### config.mk
export PLATFORM = sky130hd
export DESIGN_NAME = page_buffer_frame_manager_unit
export DESIGN_NICKNAME = d
export VERILOG_FILES = /design/src/hdl/pbfm_pkg.sv /design/src/hdl/page_buffer_frame_manager_unit.sv
export SDC_FILE = /design/constraint.sdc
export NUM_CORES = 2
export LEC_CHECK = 0
export ABC_AREA = 1
export CORE_ASPECT_RATIO = 1.5
export CORE_MARGIN = 8
export CORE_UTILIZATION = 26
export CTS_CLUSTER_DIAMETER = 150
export DETAILED_ROUTE_END_ITERATION = 16
export DONT_BUFFER_PORTS = 1
export PLACE_DENSITY = 0.37
export RECOVER_POWER = 50
export SYNTH_ARGS = -nofsm -noshare
export SYNTH_HDL_FRONTEND = slang
export SYNTH_SLANG_ARGS = --single-unit
### constraint.sdc
create_clock -name clk -period 7.25 [get_ports clk]
set_input_delay 1.45 -clock clk [delete_from_list [all_inputs] [get_ports clk]]
set_output_delay 1.45 -clock clk [all_outputs]
set_load 0.05 [all_outputs]
### src/hdl/pbfm_pkg.sv
package pbfm_pkg;

	localparam int CMD_W    = 2;
	localparam int STATUS_W = 3;

	// command codes carried on s_tuser
	typedef enum logic [CMD_W-1:0] {
		CMD_GET   = 2'd0,
		CMD_PUT   = 2'd1,
		CMD_CLOSE = 2'd2,
		CMD_NONE  = 2'd3
	} cmd_t;

	// result codes carried on m_tuser
	typedef enum logic [STATUS_W-1:0] {
		ST_HIT        = 3'd0,
		ST_MISS       = 3'd1,
		ST_BUSY       = 3'd2,
		ST_NO_VICTIM  = 3'd3,
		ST_RELEASED   = 3'd4,
		ST_FLUSHED    = 3'd5,
		ST_CLOSE_DONE = 3'd6
	} status_t;

endpackage

### src/hdl/page_buffer_frame_manager_unit.sv
// Channel | Dir | Handshake          | Payload (lowest bit first)
// s_*     | in  | s_tvalid/s_tready  | tuser: command; tdata: table, page, frame_index
// m_*     | out | m_tvalid/m_tready  | tuser: status; tdata: frame_out, writeback_valid,
//         |     |                    |   writeback_table, writeback_page, fill_valid; tlast: last
// cfg_*   | in  | cfg_we             | cfg_data: frames_in_use
//
// n = active frame count. Tags and ages live in one RAM (registered read, one write port).
// get: one pipelined tag scan over n frames, then a recency pass over n frames unless the
//   hit is busy or there is no victim. put: releases one frame. close: reads and checks
//   each frame, plus an age pass over n frames for each frame that is dropped.
// One item at a time; s_tready is high only when idle. A waiting result in the output
// register does not block the next beat, only the next result. Reset clears all valid,
// dirty and pinned bits at once; no clearing pass.
module page_buffer_frame_manager_unit
	import pbfm_pkg::*;
#(
	parameter int FRAMES     = 64,
	parameter int TABLE_BITS = 4,
	parameter int PAGE_BITS  = 32
) (
	input  logic clk,
	input  logic arst_n,
	input  logic cfg_we,
	input  logic [$clog2(FRAMES+1)-1:0] cfg_data,
	input  logic s_tvalid,
	output logic s_tready,
	// tdata: table_number, page_number, frame_index
	input  logic [((TABLE_BITS+PAGE_BITS+$clog2(FRAMES)+7)/8)*8-1:0] s_tdata,
	// tuser: command
	input  logic [CMD_W-1:0] s_tuser,
	output logic m_tvalid,
	input  logic m_tready,
	// tdata: frame_out, writeback_valid, writeback_table, writeback_page, fill_valid
	output logic [((TABLE_BITS+PAGE_BITS+$clog2(FRAMES)+2+7)/8)*8-1:0] m_tdata,
	// tuser: status
	output logic [STATUS_W-1:0] m_tuser,
	output logic m_tlast
);

	localparam int FI    = $clog2(FRAMES);
	localparam int CNT_W = $clog2(FRAMES+1);
	localparam int AW    = $clog2(FRAMES);
	localparam int MW    = TABLE_BITS + PAGE_BITS + AW;
	localparam int OUT_USED = FI + 2 + TABLE_BITS + PAGE_BITS;
	localparam int OUT_W = ((OUT_USED+7)/8)*8;
	localparam logic [AW-1:0]    AGE_MAX  = AW'(FRAMES-1);
	localparam logic [CNT_W-1:0] FRAMES_C = CNT_W'(FRAMES);

	typedef struct packed {
		status_t               status;
		logic [FI-1:0]         frame;
		logic                  wbv;
		logic [TABLE_BITS-1:0] wbt;
		logic [PAGE_BITS-1:0]  wbp;
		logic                  fill;
		logic                  last;
	} res_t;

	typedef enum logic [10:0] {
		S_IDLE  = 11'b00000000001,
		S_SCAN  = 11'b00000000010,
		S_DEC   = 11'b00000000100,
		S_TOUCH = 11'b00000001000,
		S_TWR   = 11'b00000010000,
		S_EMIT  = 11'b00000100000,
		S_CRD   = 11'b00001000000,
		S_CCHK  = 11'b00010000000,
		S_CDEC  = 11'b00100000000,
		S_CEND  = 11'b01000000000,
		S_PUT   = 11'b10000000000
	} state_t;

	state_t state_q, ret_q;
	logic [CNT_W-1:0] frames_q;
	logic [FRAMES-1:0] valid_q, dirty_q, pinned_q;

	logic [MW-1:0] mem [FRAMES];
	logic [MW-1:0] mem_rd_q;

	logic [TABLE_BITS-1:0] tbl_q;
	logic [PAGE_BITS-1:0]  pg_q;
	logic [FI-1:0]         idx_q;

	logic [CNT_W-1:0] pcnt_q;
	logic             rd_v_s1;
	logic [FI-1:0]    rd_idx_s1;

	logic                  hit_v_q, free_v_q, lru_v_q, miss_q;
	logic [FI-1:0]         hit_idx_q, free_idx_q, lru_idx_q, e_q, ci_q;
	logic [AW-1:0]         hit_age_q, lru_age_q, cage_q;
	logic [TABLE_BITS-1:0] lru_tbl_q;
	logic [PAGE_BITS-1:0]  lru_pg_q;
	logic [AW:0]           old_q;

	res_t res_q, held_q, out_q;
	logic held_v_q, out_v_q;

	// active frame count, clamped to 1..FRAMES
	logic [CNT_W-1:0] n_act;
	logic [FI-1:0]    n_last;
	always_comb begin
		if (frames_q == '0) begin
			n_act = CNT_W'(1);
		end else if (frames_q > FRAMES_C) begin
			n_act = FRAMES_C;
		end else begin
			n_act = frames_q;
		end
		n_last = FI'(n_act - CNT_W'(1));
	end

	// read data fields
	logic [AW-1:0]         rd_age;
	logic [PAGE_BITS-1:0]  rd_pg;
	logic [TABLE_BITS-1:0] rd_tbl;
	assign rd_age = mem_rd_q[AW-1:0];
	assign rd_pg  = mem_rd_q[AW +: PAGE_BITS];
	assign rd_tbl = mem_rd_q[AW+PAGE_BITS +: TABLE_BITS];

	logic in_pass, pass_done;
	assign in_pass   = (state_q == S_SCAN) || (state_q == S_TOUCH) || (state_q == S_CDEC);
	assign pass_done = rd_v_s1 && (rd_idx_s1 == n_last);

	// read port address
	logic          rd_en;
	logic [FI-1:0] rd_addr;
	always_comb begin
		rd_en   = 1'b0;
		rd_addr = pcnt_q[FI-1:0];
		if (in_pass) begin
			rd_en = pcnt_q < n_act;
		end else if (state_q == S_CRD) begin
			rd_en   = 1'b1;
			rd_addr = ci_q;
		end
	end

	// write port: age updates in the passes, tag with age zero for the chosen frame of a get
	logic          we;
	logic [FI-1:0] waddr;
	logic [MW-1:0] wdata;
	logic [AW-1:0] age_inc;
	assign age_inc = (rd_age == AGE_MAX) ? rd_age : rd_age + AW'(1);
	always_comb begin
		we    = 1'b0;
		waddr = rd_idx_s1;
		wdata = {rd_tbl, rd_pg, age_inc};
		case (state_q)
			S_TOUCH: begin
				we = rd_v_s1 && (rd_idx_s1 != e_q) && valid_q[rd_idx_s1]
					&& ({1'b0, rd_age} < old_q);
			end
			S_CDEC: begin
				we    = rd_v_s1 && (rd_idx_s1 != ci_q) && valid_q[rd_idx_s1]
					&& (rd_age > cage_q);
				wdata = {rd_tbl, rd_pg, rd_age - AW'(1)};
			end
			S_TWR: begin
				we    = 1'b1;
				waddr = e_q;
				wdata = {tbl_q, pg_q, AW'(0)};
			end
			default: begin
				we = 1'b0;
			end
		endcase
	end

	// tag and age RAM
	always_ff @(posedge clk) begin
		if (we) begin
			mem[waddr] <= wdata;
		end
		if (rd_en) begin
			mem_rd_q <= mem[rd_addr];
		end
	end

	logic [TABLE_BITS-1:0] in_tbl;
	logic [PAGE_BITS-1:0]  in_pg;
	logic [FI-1:0]         in_idx;
	assign in_tbl = s_tdata[TABLE_BITS-1:0];
	assign in_pg  = s_tdata[TABLE_BITS +: PAGE_BITS];
	assign in_idx = s_tdata[TABLE_BITS+PAGE_BITS +: FI];

	assign s_tready = (state_q == S_IDLE);

	// control sequencer
	always_ff @(posedge clk or negedge arst_n) begin
		if (!arst_n) begin
			state_q   <= S_IDLE;
			ret_q     <= S_IDLE;
			frames_q  <= FRAMES_C;
			valid_q   <= '0;
			dirty_q   <= '0;
			pinned_q  <= '0;
			tbl_q     <= '0;
			pg_q      <= '0;
			idx_q     <= '0;
			pcnt_q    <= '0;
			rd_v_s1   <= 1'b0;
			rd_idx_s1 <= '0;
			hit_v_q   <= 1'b0;
			free_v_q  <= 1'b0;
			lru_v_q   <= 1'b0;
			miss_q    <= 1'b0;
			hit_idx_q <= '0;
			free_idx_q <= '0;
			lru_idx_q <= '0;
			e_q       <= '0;
			ci_q      <= '0;
			hit_age_q <= '0;
			lru_age_q <= '0;
			cage_q    <= '0;
			lru_tbl_q <= '0;
			lru_pg_q  <= '0;
			old_q     <= '0;
			res_q     <= '0;
			held_q    <= '0;
			held_v_q  <= 1'b0;
			out_q     <= '0;
			out_v_q   <= 1'b0;
		end else begin
			if (cfg_we) begin
				frames_q <= cfg_data;
			end

			// pass read pipeline
			rd_v_s1   <= in_pass && rd_en;
			rd_idx_s1 <= rd_addr;
			if (in_pass && rd_en) begin
				pcnt_q <= pcnt_q + CNT_W'(1);
			end

			// output register drains; S_EMIT refills it itself
			if (out_v_q && m_tready && (state_q != S_EMIT)) begin
				out_v_q <= 1'b0;
			end

			case (state_q)
				S_IDLE: begin
					if (s_tvalid) begin
						tbl_q <= in_tbl;
						pg_q  <= in_pg;
						idx_q <= in_idx;
						case (s_tuser)
							CMD_GET: begin
								hit_v_q  <= 1'b0;
								free_v_q <= 1'b0;
								lru_v_q  <= 1'b0;
								pcnt_q   <= '0;
								state_q  <= S_SCAN;
							end
							CMD_PUT: begin
								state_q <= S_PUT;
							end
							CMD_CLOSE: begin
								ci_q     <= '0;
								held_v_q <= 1'b0;
								state_q  <= S_CRD;
							end
							default: begin
								state_q <= S_IDLE;
							end
						endcase
					end
				end

				S_PUT: begin
					if ((CNT_W'(idx_q) < n_act) && valid_q[idx_q]) begin
						pinned_q[idx_q] <= 1'b0;
						dirty_q[idx_q]  <= 1'b1;
					end
					res_q   <= '{ST_RELEASED, idx_q, 1'b0, '0, '0, 1'b0, 1'b1};
					ret_q   <= S_IDLE;
					state_q <= S_EMIT;
				end

				// tag scan: first hit, first free frame, oldest unpinned frame
				S_SCAN: begin
					if (rd_v_s1) begin
						if (valid_q[rd_idx_s1] && rd_tbl == tbl_q && rd_pg == pg_q
							&& !hit_v_q) begin
							hit_v_q   <= 1'b1;
							hit_idx_q <= rd_idx_s1;
							hit_age_q <= rd_age;
						end
						if (!valid_q[rd_idx_s1] && !free_v_q) begin
							free_v_q   <= 1'b1;
							free_idx_q <= rd_idx_s1;
						end
						if (!pinned_q[rd_idx_s1] && (!lru_v_q || rd_age > lru_age_q)) begin
							lru_v_q   <= 1'b1;
							lru_idx_q <= rd_idx_s1;
							lru_age_q <= rd_age;
							lru_tbl_q <= rd_tbl;
							lru_pg_q  <= rd_pg;
						end
					end
					if (pass_done) begin
						state_q <= S_DEC;
					end
				end

				S_DEC: begin
					pcnt_q <= '0;
					ret_q  <= S_IDLE;
					if (hit_v_q) begin
						if (pinned_q[hit_idx_q]) begin
							res_q   <= '{ST_BUSY, hit_idx_q, 1'b0, '0, '0, 1'b0, 1'b1};
							state_q <= S_EMIT;
						end else begin
							pinned_q[hit_idx_q] <= 1'b1;
							e_q     <= hit_idx_q;
							old_q   <= {1'b0, hit_age_q};
							miss_q  <= 1'b0;
							res_q   <= '{ST_HIT, hit_idx_q, 1'b0, '0, '0, 1'b0, 1'b1};
							state_q <= S_TOUCH;
						end
					end else if (free_v_q) begin
						e_q     <= free_idx_q;
						old_q   <= (AW+1)'(FRAMES);
						miss_q  <= 1'b1;
						res_q   <= '{ST_MISS, free_idx_q, 1'b0, '0, '0, 1'b1, 1'b1};
						state_q <= S_TOUCH;
					end else if (lru_v_q) begin
						e_q     <= lru_idx_q;
						old_q   <= {1'b0, lru_age_q};
						miss_q  <= 1'b1;
						if (dirty_q[lru_idx_q]) begin
							res_q <= '{ST_MISS, lru_idx_q, 1'b1, lru_tbl_q, lru_pg_q, 1'b1, 1'b1};
						end else begin
							res_q <= '{ST_MISS, lru_idx_q, 1'b0, '0, '0, 1'b1, 1'b1};
						end
						state_q <= S_TOUCH;
					end else begin
						res_q   <= '{ST_NO_VICTIM, '0, 1'b0, '0, '0, 1'b0, 1'b1};
						state_q <= S_EMIT;
					end
				end

				// recency pass: ages are written back by the write port
				S_TOUCH: begin
					if (pass_done) begin
						state_q <= S_TWR;
					end
				end

				S_TWR: begin
					if (miss_q) begin
						valid_q[e_q]  <= 1'b1;
						dirty_q[e_q]  <= 1'b0;
						pinned_q[e_q] <= 1'b1;
					end
					state_q <= S_EMIT;
				end

				S_EMIT: begin
					if (!out_v_q || m_tready) begin
						out_q   <= res_q;
						out_v_q <= 1'b1;
						state_q <= ret_q;
					end
				end

				S_CRD: begin
					state_q <= S_CCHK;
				end

				// close: check one frame, hold its flush so the last one can be marked
				S_CCHK: begin
					pcnt_q <= '0;
					if (valid_q[ci_q] && rd_tbl == tbl_q) begin
						cage_q <= rd_age;
						if (dirty_q[ci_q]) begin
							held_q   <= '{ST_FLUSHED, ci_q, 1'b1, rd_tbl, rd_pg, 1'b0, 1'b0};
							held_v_q <= 1'b1;
							if (held_v_q) begin
								res_q   <= held_q;
								ret_q   <= S_CDEC;
								state_q <= S_EMIT;
							end else begin
								state_q <= S_CDEC;
							end
						end else begin
							state_q <= S_CDEC;
						end
					end else if (ci_q == n_last) begin
						state_q <= S_CEND;
					end else begin
						ci_q    <= ci_q + FI'(1);
						state_q <= S_CRD;
					end
				end

				// close up the ages above the dropped frame
				S_CDEC: begin
					if (pass_done) begin
						valid_q[ci_q]  <= 1'b0;
						dirty_q[ci_q]  <= 1'b0;
						pinned_q[ci_q] <= 1'b0;
						if (ci_q == n_last) begin
							state_q <= S_CEND;
						end else begin
							ci_q    <= ci_q + FI'(1);
							state_q <= S_CRD;
						end
					end
				end

				S_CEND: begin
					if (held_v_q) begin
						res_q <= '{held_q.status, held_q.frame, held_q.wbv, held_q.wbt,
							held_q.wbp, held_q.fill, 1'b1};
					end else begin
						res_q <= '{ST_CLOSE_DONE, '0, 1'b0, '0, '0, 1'b0, 1'b1};
					end
					held_v_q <= 1'b0;
					ret_q    <= S_IDLE;
					state_q  <= S_EMIT;
				end

				default: begin
					state_q <= S_IDLE;
				end
			endcase
		end
	end

	// output beat
	assign m_tvalid = out_v_q;
	assign m_tuser  = out_q.status;
	assign m_tlast  = out_q.last;
	assign m_tdata  = OUT_W'({out_q.fill, out_q.wbp, out_q.wbt, out_q.wbv, out_q.frame});

endmodule
==> impl_metrics.yaml <==
run_status:
  status: "finished, violations left"
  violations: "capacitance limit, slew limit"
synthesis:
  synth_edf_count: 2730
  post_synth.cell_area_avg_um2: 10.00
  synth_cells: 14520
  yosysWarnings: 0
  ys.flop_type: "edfxtp_1"
  async_flop_share: 0.1558
  syn_area_mm2: 0.1452
  yosysSeqAreaShare: 0.6513
  yosysUniqueCellTypes: 63
  ys_ff_latch: 3234
global_routing:
  grt_pass1_vias: 101100
  grt_overflow: 0
  antenna_found_initial: 23
  grt_max_degree: 505
  grt_usage: 0.1899
  grt_pass1_wl_um: 799600
final_layout:
  drive_gt1_frac: 0.07282
  fin_cells: 22100
  layout_common_cells: "nand2_1, edfxtp_1, nand3_1, inv_1, o21ai_0"
  utilization: 0.2990
  stdcell_area_mm2: 0.1667
  area_growth_pct: 14.76
  layout_commonest_cell: "nand2_1"
  final_nets: 14460
clock_network:
  cts-root-buf: "clkbuf_16"
  clk_latency_ns: 1.01
  clk_pin_slew_ns: 0.06
  cts_setup_buffers: 0
  cts_resized: 0
  cts_buffers: 346
  cts.hold.buffers_added: 0
  clk_path_buf_depth: 4
  tritoncts: "done"
  h-tree-depth: 5
  cts.sinks: 3234
sta:
  drv_slew: 2351
  worst_pin_slew_ns: 4.776
  hold_violations: 0
  maxSlewHeadroom: -2.184
  fin_setup_tns_ns: 0
  worst_slack_ns: 1.120
  setup_viol: 0
  rsz0062_at_grt: "false"
  fmax_mhz: 163.1
  finClkSkew_ns: 0.05764
  fin_crit_ns: 6.130
  min_period_over_period: 0.8456
  hold_ws_ns: 0.1480
pwr:
  switching_share: 0.3626
  p_switching_mw: 20.93
  p_leak_nw: 62.71
  irDropWorstVdd_mv: 0.2176
  clockPowerShare: 0.320
  p_int_mw: 36.79
  p_per_area_mw_per_mm2: 346.3
  comb_power_share: 0.274
  finalPower_mw: 57.72
  power_frac_seq: 0.405
floorplan:
  initial_core_util: 0.2606
  rows: 336
  core_mm2: 0.5575
  dieHeight_um: 931.4
  die_x_um: 626.3
  io_pins: 116
  die_area_mm2: 0.5833
place:
  portBuffers: 0
  hpwl_um: 335300
  dp.cells: 21450
  pre_cts_slack_ns: 1.699
  dpl_cell_area_mm2: 0.1557
  place_congestion: 0.9387
run:
  maxCapViolations: 38
hold_path:
  hold_path.class: "input pin to async pin"
setup_path:
  required_ns: 7.54
  path_class: "flop to flop"
  critPathCaptureType: "flop"
  start_kind: "flop"
  cp.arrival_ns: 6.42
  worstPathMaxFanout: 64
drt:
  drtIter0Drc: 7652
  wl_per_cell_um: 25.87
  totalWireLength_um: 571700
  route.vias.total: 104000
  viasPerCell: 4.706
  drtPass1Iterations: 5
  route.detailed.drc: 0
  ant_nets: 0
-- routing by layer --
metal | share of wire | global-route usage
met2 | 0.51 | 0.3459
met3 | 0.034 | 0.01831
met4 | 0.046 | 0.07324
met1 | 0.41 | 0.2303
met5 | 0.000023 | 0
-- logic make-up (layout without fill, tap and decap cells) --
kind of cell / count (synthesis) / count (layout) / synth area share
fa+ha+maj: 33 / 33 / 0.002843
compound gates: 1704 / 1704 / 0.06901
xor+xnor: 29 / 29 / 0.001749
mux: 62 / 62 / 0.004807
other cells: 1 / 16 / 0.00002582
buf+inv: 2261 / 2387 / 0.06387
simple gates: 7200 / 7200 / 0.2064
flops: 3234 / 3234 / 0.6513
-- critical path, cell delays in order, from the launching register on --
cell,delay [ns]
dfrtp_1,0.40
nor2_2,0.16
nand2_1,0.16
nor2_1,0.26
nand4_1,0.28
inv_2,0.53
clkbuf_2,1.01
nor3_1,0.12
nor3_2,0.14
clkbuf_1,2.24
-- sequential cells by signal (all words and copies together) (netlist names), 7 cells and up --
name / cells
dirty_q: 64
frames_q: 7
held_q: 43
lru_pg_q: 32
m_tdata: 44
mem: 2688
mem_rd_q: 42
old_q: 7
pcnt_q: 7
pg_q: 32
pinned_q: 64
res_q: 48
state_q: 11
valid_q: 64
-- Yosys cell counts, types with 183 or more instances --
library cell  number  area, µm²
nor2_1           291       1092
edfxtp_1        2730      81980
nand3_1         1800       9009
dfrtp_1          501      12540
o211ai_1         447       3356
inv_1           1357       5094
buf_2            335       1677
clkbuf_1         360       1351
o21ai_0          711       3558
nand2_1         4878      18310
a21oi_1          183      915.9
o21ai_1          222       1111
-- power by group through the flow --
stage	combinational (mW)	sequential (mW)	clock, mW
floorplan	8.85	23.5	0
global placement	16.2	23.6	0
detailed placement	16.2	23.6	0
CTS	16.3	23.2	19.0
global route	17.3	23.5	19.6
finish	15.8	23.4	18.5
-- area by class of cell --
cell class / instances / area (µm²)
Sequential cell: 3234 / 94600
Clock buffer: 440 / 9355
Inverter: 1386 / 5251
Tap cell: 7436 / 9304
Multi-Input combinational cell: 9032 / 42260
Antenna cell: 12 / 30.03
Fill cell: 58130 / 390800
Timing Repair Buffer: 367 / 3795
Clock inverter: 194 / 2082
-- path summary, 6_finish.rpt --
kind,start,end,slack [ns],depth (start not counted)
hold / removal,arst_n,valid_q[54],0.15,0
min in group clk,ret_q[8],ret_q[8],0.48,2
hold reg to reg,ret_q[8],ret_q[8],0.48,2
max in group asynchronous,arst_n,res_q[6],1.64,3
setup reg to reg,state_q[1],mem[25][0],1.12,9
setup / recovery,state_q[1],mem[25][0],1.12,9
Note: power is estimated with default switching activity, not from simulation.
